==> src/rtl/assembly_token_scanner_defines.svh <==
// Assertion macros shared by the token scanner RTL.
`ifndef ASSEMBLY_TOKEN_SCANNER_DEFINES_SVH
`define ASSEMBLY_TOKEN_SCANNER_DEFINES_SVH

// Same-cycle implication, checked on every rising edge outside reset.
`define ATS_ASSERT(lbl, pre, post, msg) \
  lbl: assert property (@(posedge clk_i) disable iff (!rst_ni) (pre) |-> (post)) \
    else $error(msg);

// Next-cycle implication, checked on every rising edge outside reset.
`define ATS_ASSERT_NX(lbl, pre, post, msg) \
  lbl: assert property (@(posedge clk_i) disable iff (!rst_ni) (pre) |=> (post)) \
    else $error(msg);

`endif

==> src/rtl/ats_pkg.sv <==
// Types, codes and character classes of the assembly token scanner.
`timescale 1ns / 1ps
`default_nettype none
package ats_pkg;

  // Input request: one source character or an end-of-source marker.
  typedef struct packed {
    logic       kind;
    logic [7:0] ch;
  } ats_in_t;

  // Output request: one token.
  typedef struct packed {
    logic [2:0]  token_type;
    logic [15:0] token_start;
    logic [15:0] token_length;
    logic [15:0] line_number;
    logic        last;
  } ats_out_t;

  // Up to two tokens produced by one input request.
  typedef struct packed {
    ats_out_t   r1;
    ats_out_t   r0;
    logic [1:0] cnt;
  } ats_pair_t;

  localparam logic KIND_CHAR = 1'b0;
  localparam logic KIND_END  = 1'b1;

  localparam logic [1:0] MODE_NONE = 2'd0;
  localparam logic [1:0] MODE_REG  = 2'd1;
  localparam logic [1:0] MODE_INT  = 2'd2;
  localparam logic [1:0] MODE_OPC  = 2'd3;

  localparam logic [2:0] TOK_EOF   = 3'd0;
  localparam logic [2:0] TOK_NL    = 3'd1;
  localparam logic [2:0] TOK_COMMA = 3'd2;
  localparam logic [2:0] TOK_COLON = 3'd3;
  localparam logic [2:0] TOK_REG   = 3'd4;
  localparam logic [2:0] TOK_INT   = 3'd5;
  localparam logic [2:0] TOK_OPC   = 3'd6;

  localparam logic [7:0] CH_PCT   = 8'h25;
  localparam logic [7:0] CH_MINUS = 8'h2D;
  localparam logic [7:0] CH_COMMA = 8'h2C;
  localparam logic [7:0] CH_COLON = 8'h3A;
  localparam logic [7:0] CH_DOT   = 8'h2E;
  localparam logic [7:0] CH_USCORE = 8'h5F;
  localparam logic [7:0] CH_LF    = 8'h0A;
  localparam logic [7:0] CH_TAB   = 8'h09;
  localparam logic [7:0] CH_CR    = 8'h0D;
  localparam logic [7:0] CH_SPACE = 8'h20;

  // Configuration register map.
  localparam int unsigned APB_AW         = 3;
  localparam logic        IDX_FIRST_LINE = 1'b0;
  localparam logic [15:0] FIRST_LINE_RST = 16'd1;

  function automatic logic is_digit(logic [7:0] c);
    return (c >= 8'h30) && (c <= 8'h39);
  endfunction

  function automatic logic is_alpha(logic [7:0] c);
    return ((c >= 8'h61) && (c <= 8'h7A)) || ((c >= 8'h41) && (c <= 8'h5A));
  endfunction

  function automatic logic is_alnum(logic [7:0] c);
    return is_digit(c) || is_alpha(c);
  endfunction

  // True when character c continues a pending token of the given mode.
  function automatic logic continues_tok(logic [1:0] mode, logic [7:0] c);
    logic r;
    case (mode)
      MODE_REG: r = is_alnum(c);
      MODE_INT: r = is_digit(c);
      MODE_OPC: r = is_alnum(c) || (c == CH_DOT) || (c == CH_USCORE);
      default:  r = 1'b0;
    endcase
    return r;
  endfunction

  function automatic logic [2:0] mode_tok(logic [1:0] mode);
    logic [2:0] t;
    case (mode)
      MODE_REG: t = TOK_REG;
      MODE_INT: t = TOK_INT;
      MODE_OPC: t = TOK_OPC;
      default:  t = TOK_EOF;
    endcase
    return t;
  endfunction

endpackage
`default_nettype wire

==> src/rtl/ats_apb.sv <==
// APB register block holding the first-line configuration register.
`timescale 1ns / 1ps
`default_nettype none
module ats_apb (
  input  wire logic                          clk_i,
  input  wire logic                          rst_ni,
  input  wire logic                          psel,
  input  wire logic                          penable,
  input  wire logic                          pwrite,
  input  wire logic [ats_pkg::APB_AW-1:0]    paddr,
  input  wire logic [31:0]                   pwdata,
  output logic      [31:0]                   prdata,
  output logic                               pready,
  output logic      [15:0]                   first_line_o
);
  import ats_pkg::*;

  logic [15:0] first_line_q;
  logic        wr_en;

  assign pready = 1'b1;
  assign wr_en  = psel && penable && pwrite && pready && (paddr[2] == IDX_FIRST_LINE);

  always_ff @(posedge clk_i or negedge rst_ni) begin
    if (!rst_ni) begin
      first_line_q <= FIRST_LINE_RST;
    end else if (wr_en) begin
      first_line_q <= pwdata[15:0];
    end
  end

  assign prdata       = (paddr[2] == IDX_FIRST_LINE) ? {16'b0, first_line_q} : 32'b0;
  assign first_line_o = first_line_q;

endmodule
`default_nettype wire

==> src/rtl/ats_step.sv <==
// Per-character scanner step: next scanner state and the tokens it emits.
`timescale 1ns / 1ps
`default_nettype none
module ats_step #(
  parameter int unsigned POS_BITS = 16
) (
  input  wire ats_pkg::ats_in_t     item_i,
  input  wire logic [1:0]           mode_i,
  input  wire logic [POS_BITS-1:0]  pstart_i,
  input  wire logic [POS_BITS-1:0]  pos_i,
  input  wire logic [15:0]          line_i,
  input  wire logic [15:0]          first_line_i,
  output logic      [1:0]           mode_o,
  output logic      [POS_BITS-1:0]  pstart_o,
  output logic      [POS_BITS-1:0]  pos_o,
  output logic      [15:0]          line_o,
  output ats_pkg::ats_pair_t        pair_o
);
  import ats_pkg::*;

  localparam logic [POS_BITS-1:0] POS_MAX = '1;

  // Low 16 bits of a position, zero-extended when positions are narrower.
  function automatic logic [15:0] fit16(logic [POS_BITS-1:0] v);
    logic [POS_BITS+15:0] e;
    e = {16'b0, v};
    return e[15:0];
  endfunction

  logic [POS_BITS-1:0] pos_inc;
  logic [15:0]         line_inc;
  logic                flush_v;
  ats_out_t            flush_tok;
  ats_out_t            eof_tok;
  ats_out_t            one_tok;
  logic                have_tok;
  logic [7:0]          c;

  assign c        = item_i.ch;
  assign pos_inc  = (pos_i == POS_MAX) ? pos_i : pos_i + 1'b1;
  assign line_inc = (line_i == 16'hFFFF) ? line_i : line_i + 16'd1;
  assign flush_v  = (mode_i != MODE_NONE);

  always_comb begin
    flush_tok.token_type   = mode_tok(mode_i);
    flush_tok.token_start  = fit16(pstart_i);
    flush_tok.token_length = fit16(pos_i - pstart_i);
    flush_tok.line_number  = line_i;
    flush_tok.last         = 1'b0;

    eof_tok.token_type   = TOK_EOF;
    eof_tok.token_start  = fit16(pos_i);
    eof_tok.token_length = 16'd0;
    eof_tok.line_number  = line_i;
    eof_tok.last         = 1'b1;

    one_tok.token_type   = TOK_OPC;
    one_tok.token_start  = fit16(pos_i);
    one_tok.token_length = 16'd1;
    one_tok.line_number  = line_i;
    one_tok.last         = 1'b1;

    have_tok = 1'b0;
    mode_o   = mode_i;
    pstart_o = pstart_i;
    pos_o    = pos_i;
    line_o   = line_i;
    pair_o   = '0;

    if (item_i.kind == KIND_END) begin
      if (flush_v) begin
        pair_o.r0  = flush_tok;
        pair_o.r1  = eof_tok;
        pair_o.cnt = 2'd2;
      end else begin
        pair_o.r0  = eof_tok;
        pair_o.cnt = 2'd1;
      end
      mode_o   = MODE_NONE;
      pstart_o = '0;
      pos_o    = '0;
      line_o   = first_line_i;
    end else if (flush_v && continues_tok(mode_i, c)) begin
      pos_o = pos_inc;
    end else begin
      mode_o = MODE_NONE;
      pos_o  = pos_inc;
      if ((c == CH_SPACE) || (c == CH_TAB) || (c == CH_CR)) begin
        have_tok = 1'b0;
      end else if (c == CH_LF) begin
        have_tok               = 1'b1;
        line_o                 = line_inc;
        one_tok.token_type     = TOK_NL;
        one_tok.line_number    = line_inc;
      end else if (c == CH_COMMA) begin
        have_tok           = 1'b1;
        one_tok.token_type = TOK_COMMA;
      end else if (c == CH_COLON) begin
        have_tok           = 1'b1;
        one_tok.token_type = TOK_COLON;
      end else if (c == CH_PCT) begin
        mode_o   = MODE_REG;
        pstart_o = pos_i;
      end else if (is_digit(c) || (c == CH_MINUS)) begin
        mode_o   = MODE_INT;
        pstart_o = pos_i;
      end else if (is_alpha(c) || (c == CH_DOT) || (c == CH_USCORE)) begin
        mode_o   = MODE_OPC;
        pstart_o = pos_i;
      end else begin
        have_tok = 1'b1;
      end

      if (flush_v && have_tok) begin
        pair_o.r0  = flush_tok;
        pair_o.r1  = one_tok;
        pair_o.cnt = 2'd2;
      end else if (flush_v) begin
        pair_o.r0      = flush_tok;
        pair_o.r0.last = 1'b1;
        pair_o.cnt     = 2'd1;
      end else if (have_tok) begin
        pair_o.r0  = one_tok;
        pair_o.cnt = 2'd1;
      end
    end
  end

endmodule
`default_nettype wire

==> src/rtl/ats_out.sv <==
// Result register: holds up to two tokens and presents them one per request.
`timescale 1ns / 1ps
`default_nettype none
`include "assembly_token_scanner_defines.svh"
module ats_out (
  input  wire logic               clk_i,
  input  wire logic               rst_ni,
  input  wire logic               load_i,
  input  wire ats_pkg::ats_pair_t pair_i,
  output logic                    free_o,
  output logic                    out_valid_o,
  input  wire logic               out_stall_i,
  output ats_pkg::ats_out_t       out_req_o
);
  import ats_pkg::*;

  ats_out_t   r0_q;
  ats_out_t   r1_q;
  logic [1:0] rem_q;
  logic       idx_q;
  logic       pop;

  assign out_valid_o = (rem_q != 2'd0);
  assign out_req_o   = idx_q ? r1_q : r0_q;
  assign pop         = out_valid_o && !out_stall_i;
  // The register can take a new pair when empty or when its final token leaves now.
  assign free_o      = (rem_q == 2'd0) || (pop && (rem_q == 2'd1));

  always_ff @(posedge clk_i or negedge rst_ni) begin
    if (!rst_ni) begin
      rem_q <= 2'd0;
      idx_q <= 1'b0;
    end else if (load_i) begin
      rem_q <= pair_i.cnt;
      idx_q <= 1'b0;
    end else if (pop) begin
      rem_q <= rem_q - 2'd1;
      idx_q <= 1'b1;
    end
  end

  always_ff @(posedge clk_i) begin
    if (load_i) begin
      r0_q <= pair_i.r0;
      r1_q <= pair_i.r1;
    end
  end

  `ATS_ASSERT(a_load_when_free, load_i, free_o, "pair loaded over undelivered tokens")
  `ATS_ASSERT(a_last_on_final, out_valid_o && (rem_q == 2'd1), out_req_o.last, "final token lacks last")
  `ATS_ASSERT(a_no_last_early, rem_q == 2'd2, !out_req_o.last, "last flag on first of two tokens")
  `ATS_ASSERT_NX(a_second_follows, pop && (rem_q == 2'd2), (rem_q == 2'd1) && idx_q, "second token not presented")

endmodule
`default_nettype wire

==> src/rtl/assembly_token_scanner.sv <==
// Top level of the streaming assembly token scanner.
//
//   Channel   Direction  Handshake                Payload
//   in        sink       in_valid_i / in_stall_o  in_req_i  (kind, ch)
//   out       source     out_valid_o / out_stall_i out_req_o (type, start, length, line, last)
//   cfg       APB slave  psel, penable, pwrite    paddr, pwdata, prdata
//
// A request is taken into the input register, then scanned by the combinational
// step logic, which updates the scanner state and loads the result register, whose
// token is the output. One character per cycle is sustained while the output does
// not stall; a request that yields two tokens holds the result register until both
// have left, so the input rate is then set by the output port, one token per cycle.
// Reset clears the pending mode, position and start, and loads the line count
// with the reset value of the first-line register. A stalled output holds its
// token; the input register still takes one more request meanwhile, and
// characters that extend a pending token pass through without waiting at all.
`timescale 1ns / 1ps
`default_nettype none
`include "assembly_token_scanner_defines.svh"
module assembly_token_scanner #(
  parameter int unsigned POS_BITS = 16
) (
  input  wire logic                        clk_i,
  input  wire logic                        rst_ni,
  input  wire logic                        in_valid_i,
  output logic                             in_stall_o,
  input  wire ats_pkg::ats_in_t            in_req_i,
  output logic                             out_valid_o,
  input  wire logic                        out_stall_i,
  output ats_pkg::ats_out_t                out_req_o,
  input  wire logic                        psel,
  input  wire logic                        penable,
  input  wire logic                        pwrite,
  input  wire logic [ats_pkg::APB_AW-1:0]  paddr,
  input  wire logic [31:0]                 pwdata,
  output logic      [31:0]                 prdata,
  output logic                             pready
);
  import ats_pkg::*;

  // Input register.
  logic                in_valid_q;
  ats_in_t             in_item_q;

  // Scanner state.
  logic [1:0]          mode_q, mode_d;
  logic [POS_BITS-1:0] pstart_q, pstart_d;
  logic [POS_BITS-1:0] pos_q, pos_d;
  logic [15:0]         line_q, line_d;

  logic [15:0]         first_line;
  ats_pair_t           pair;
  logic                out_free;
  logic                consume;
  logic                accept;

  ats_apb u_apb (
    .clk_i        (clk_i),
    .rst_ni       (rst_ni),
    .psel         (psel),
    .penable      (penable),
    .pwrite       (pwrite),
    .paddr        (paddr),
    .pwdata       (pwdata),
    .prdata       (prdata),
    .pready       (pready),
    .first_line_o (first_line)
  );

  ats_step #(
    .POS_BITS (POS_BITS)
  ) u_step (
    .item_i       (in_item_q),
    .mode_i       (mode_q),
    .pstart_i     (pstart_q),
    .pos_i        (pos_q),
    .line_i       (line_q),
    .first_line_i (first_line),
    .mode_o       (mode_d),
    .pstart_o     (pstart_d),
    .pos_o        (pos_d),
    .line_o       (line_d),
    .pair_o       (pair)
  );

  // A held request is scanned when its tokens fit, or at once if it makes none.
  assign consume    = in_valid_q && ((pair.cnt == 2'd0) || out_free);
  assign in_stall_o = in_valid_q && !consume;
  assign accept     = in_valid_i && !in_stall_o;

  always_ff @(posedge clk_i or negedge rst_ni) begin
    if (!rst_ni) begin
      in_valid_q <= 1'b0;
    end else if (accept) begin
      in_valid_q <= 1'b1;
    end else if (consume) begin
      in_valid_q <= 1'b0;
    end
  end

  always_ff @(posedge clk_i) begin
    if (accept) begin
      in_item_q <= in_req_i;
    end
  end

  always_ff @(posedge clk_i or negedge rst_ni) begin
    if (!rst_ni) begin
      mode_q   <= MODE_NONE;
      pstart_q <= '0;
      pos_q    <= '0;
      line_q   <= FIRST_LINE_RST;
    end else if (consume) begin
      mode_q   <= mode_d;
      pstart_q <= pstart_d;
      pos_q    <= pos_d;
      line_q   <= line_d;
    end
  end

  ats_out u_out (
    .clk_i       (clk_i),
    .rst_ni      (rst_ni),
    .load_i      (consume && (pair.cnt != 2'd0)),
    .pair_i      (pair),
    .free_o      (out_free),
    .out_valid_o (out_valid_o),
    .out_stall_i (out_stall_i),
    .out_req_o   (out_req_o)
  );

  `ATS_ASSERT(a_stall_needs_held, in_stall_o, in_valid_q && (pair.cnt != 2'd0), "input stalled without pending tokens")
  `ATS_ASSERT_NX(a_end_rewinds, consume && (in_item_q.kind == KIND_END), (pos_q == '0) && (mode_q == MODE_NONE), "end of source did not rewind")

endmodule
`default_nettype wire
==> config.mk <==
export PLATFORM = sky130hd
export DESIGN_NAME = assembly_token_scanner
export DESIGN_NICKNAME = d
export VERILOG_FILES = /design/src/rtl/ats_pkg.sv /design/src/rtl/ats_apb.sv /design/src/rtl/ats_step.sv /design/src/rtl/ats_out.sv /design/src/rtl/assembly_token_scanner.sv
export VERILOG_INCLUDE_DIRS = /design/src /design/src/rtl
export SDC_FILE = /design/constraint.sdc
export NUM_CORES = 1
export LEC_CHECK = 0
export BUFFER_PORTS_ARGS = -buffer_cell sky130_fd_sc_hd__buf_4
export CAP_MARGIN = 10
export CORE_AREA = 10 10 190 192
export CTS_BUF_LIST = sky130_fd_sc_hd__clkbuf_4
export DETAILED_ROUTE_END_ITERATION = 8
export DIE_AREA = 0 0 200 202
export GPL_TIMING_DRIVEN = 1
export HOLD_SLACK_MARGIN = 0.1
export PLACE_DENSITY = 0.57
export SLEW_MARGIN = 30
export SYNTH_ARGS = -nofsm -noshare
export SYNTH_HDL_FRONTEND = slang
export SYNTH_SLANG_ARGS = --single-unit
==> constraint.sdc <==
create_clock -name clk_i -period 8.8 [get_ports clk_i]
set_input_delay 1.32 -clock clk_i [delete_from_list [all_inputs] [get_ports clk_i]]
set_output_delay 1.32 -clock clk_i [all_outputs]
set_load 0.02 [all_outputs]
==> flow_metrics.tcl <==
set metrics [dict create \
    finalSetupViolCount 0 \
    worstReg2RegStart "in_item_q[4]$_DFFE_PP_" \
    cts-root-buf "clkbuf_4" \
    setup-tns-final_ns 0 \
    yosysWarnings 0 \
    gr-total-overflow 0 \
    cp-end-kind "output port" \
    crit_end "in_stall_o" \
    worst_slew_pin_slew_ns 0.907 \
    r2r_slack_ns 4.66 \
    arrival_ns 4.00 \
    fmax_mhz 188 \
    synth_edf_count 98 \
    whs_ns 0.518 \
    die-height_microns 202 \
    min_period_ns 5.32 \
    ir_drop_mv 0.185 \
    finalHoldViolations 0 \
    grt_max_degree 83 \
    antenna_found_initial 1 \
    clockPowerShare_pct 12.0 \
    p_sw_mw 1.89 \
    core_sq_um 32300 \
    place_hpwl_microns 17100 \
    netlist_instances 909 \
    wl_per_cell_microns 16.8 \
    reg2reg_depth 12 \
    gp_congestion 0.803 \
    vias 7013 \
    crit_start "in_item_q[4]$_DFFE_PP_" \
    viasPerCell 4.89 \
    crit_type "reg2out" \
    cts.sinks 168 \
    area_delta_synth_final_pct 15.1 \
    ys_types 82 \
    holdBufCountCts 0 \
    cts_max_path_buffers 2 \
    r2r_end "u_out.r1_q[3]$_DFFE_PP_" \
    fin_skew_ns 0.0285 \
    yosysSeqAreaShare_pct 49.2 \
    cp_max_fo 17 \
    hp-class "reg2reg" \
    seqPwrFrac_pct 35.9 \
    grt_pass1_wl_microns 38200 \
    grt_pass1_vias 6785 \
    p_per_area_nw_per_um2 389 \
    drtIter0Drc 439 \
    port_buffers 102 \
    rsz0062_at_grt "no" \
    die_area_sq_um 40400 \
    ctsResizeCount 0 \
    worstSetupStartpointType "register" \
    outcome "completed" \
    drive_gt1_share_pct 23.0 \
    nNetsFinal 1051 \
    drc 0 \
    post_cts_buffers 0 \
    hp-start "u_apb.first_line_o[7]$_DFFE_PN0P_" \
    synth-seq-cells 168 \
    grt.total_usage_pct 11.9 \
    clk_pin_slew_ns 0.15 \
    wirelength_microns 24100 \
    fin_crit_sh_pct 60.5 \
    clk_latency_ns 0.59 \
    power.leakage_nw 4.30 \
    p_int_mw 2.39 \
    async_flop_share_pct 41.7 \
    synth_ff_type "edfxtp_1" \
    synth.avg_cell_area_sq_um 10.5 \
    first_pass_iters 5 \
    cts_max_level 4 \
    cts_tree "done" \
    boundaryPins 138 \
    slew_viol_final 0 \
    cap_violations 0 \
    slew_headroom_pct 39.6 \
    start_util_pct 29.6 \
    cts_buffers 17 \
    fp-row-count 66 \
    die_x_microns 200 \
    power_frac_comb_pct 52.0 \
    cp.required_ns 7.48 \
    swShare_pct 44.2 \
    drtAntennaViolNets 0 \
    synthesis.area_sq_um 9550 \
]
[cells in the final DEF, fill, tap and decap left out, types with 5 or more instances in the layout]
cell and instances:
and2_1 24, nor3_1 16, nor4_1 10, dfrtp_1 67, o21a_1 5, o21ai_0 37
nor2b_1 43, nor3b_1 6, a22o_1 9, buf_4 109, edfxtp_1 98, nand2b_1 11
a21o_1 10, or2_2 6, inv_1 30, a22oi_1 20, a221o_1 10, o21ai_1 32
mux2i_1 9, mux2_2 54, nor2_1 48, nand3_1 17, or3_1 6, nand2_1 84
conb_1 17, clkbuf_4 17, ha_1 20, and3_1 13, xnor2_1 7, o31ai_1 20
o22ai_1 10, a21oi_1 24
[worst max-delay path, cell delays in order, from the launching register on]
cell	delay, ns
edfxtp_1	0.50
or4b_1	0.56
a21boi_1	0.34
nor4_4	0.07
buf_4	0.23
nand2_2	0.13
inv_2	0.07
ha_1	0.29
mux2i_1	0.11
nand2b_1	0.18
a31oi_4	0.15
nor3b_1	0.53
buf_4	0.24
[synthesized netlist by cell type (all sizes together), types with 5 or more instances]
| library cell | number | share of area (%) |
|---|---|---|
| buf | 40 | 2.6 |
| or3 | 6 | 0.39 |
| a21oi | 26 | 1.6 |
| nor2b | 43 | 2.8 |
| dfrtp | 68 | 18 |
| o31ai | 20 | 1.6 |
| nand2 | 85 | 3.4 |
| o22ai | 10 | 0.65 |
| nor3 | 19 | 1.2 |
| o21a | 5 | 0.39 |
| and3 | 13 | 0.85 |
| inv | 31 | 1.2 |
| a22o | 10 | 1.0 |
| o21ai | 70 | 3.8 |
| mux2 | 54 | 6.4 |
| nand2b | 11 | 0.72 |
| and2 | 25 | 1.6 |
| xnor2 | 7 | 0.64 |
| edfxtp | 98 | 31 |
| clkbuf | 36 | 1.4 |
| ha | 20 | 2.6 |
| nor3b | 7 | 0.60 |
| nor4 | 12 | 1.0 |
| a21o | 10 | 0.79 |
| nor2 | 50 | 2.0 |
| mux2i | 9 | 0.94 |
| a22oi | 21 | 1.8 |
| a221o | 10 | 1.0 |
| nand3 | 18 | 1.0 |
| or2 | 9 | 0.59 |
[through the flow]
step / area (sq um) / utilization [%] / instances / power [mW] / setup slack [ns]
2_1_floorplan: 9610 / - / 924 / 3.07 / 2.25
3_3_place_gp: 10600 / 32.9 / 1400 / 3.75 / 4.16
3_5_place_dp: 10600 / 33.0 / 1401 / 3.80 / 4.11
4_1_cts: 11000 / 34.0 / 1433 / 4.32 / 3.40
5_1_grt: 11000 / 34.0 / 1435 / 4.61 / 3.19
6_report: 11000 / 34.0 / 1435 / 4.28 / 3.48
[worst min-delay path by stage]
stage / cells past startpoint / slack [ns] / endpoint
2_1_floorplan: 1 / 0.47 / pstart_q[10]$_DFFE_PN0P_
3_3_place_gp: 1 / 0.48 / pstart_q[14]$_DFFE_PN0P_
3_5_place_dp: 1 / 0.49 / pstart_q[14]$_DFFE_PN0P_
4_1_cts: 1 / 0.52 / pstart_q[14]$_DFFE_PN0P_
5_1_grt: 1 / 0.54 / u_out.rem_q[1]$_DFFE_PN0P_
6_report: 1 / 0.52 / line_q[7]$_DFFE_PN0P_
[final cells by class]
class                      instances  area (sq um)
antenna                            1          2.50
clock buffer                      17           128
clock inverter                    15           199
fill                            3317         21300
inverter                          31           116
multi-input combinational        649          4430
sequential                       168          4700
tap                              442           553
timing repair buffer             112           868
[cell families (layout without fill, tap and decap cells)]
group / count (synthesis) / after routing / share of synthesized area, %
AND/OR/NAND/NOR: 317 / 317 / 17.8
other: 2 / 18 / 0.0786
AO/OA/AOI/OAI: 220 / 220 / 16.6
buffers and inverters: 107 / 175 / 5.23
adder cells (fa/ha/maj): 21 / 21 / 2.83
flip-flops: 168 / 168 / 49.2
XOR/XNOR: 11 / 11 / 1.01
multiplexers: 63 / 63 / 7.31
[sequential cells by signal (all words and copies together), names as in the netlist, 9 cells and up]
register	count
u_out.r0_q	52
in_item_q	9
line_q	16
pstart_q	16
u_out.r1_q	37
u_apb.first_line_o	16
pos_q	16
[power groups by stage]
stage | clock (mW) | combinational [mW] | sequential [mW]
6_report | 0.515 | 2.23 | 1.54
3_3_place_gp | 0 | 2.21 | 1.54
2_1_floorplan | 0 | 1.63 | 1.44
5_1_grt | 0.565 | 2.46 | 1.59
3_5_place_dp | 0 | 2.25 | 1.56
4_1_cts | 0.532 | 2.26 | 1.54
[layer usage]
metal	wire length (microns)	vias to the layer above	track usage (%)	part of all wire [%]
li1	-	3430	-	-
met1	12100	3401	17.0	50
met2	10600	159	17.4	44
met3	1030	23	2.54	4.3
met4	423	0	4.03	1.8
met5	0	-	0	0
No activity file was read; power rests on OpenSTA's default activity.
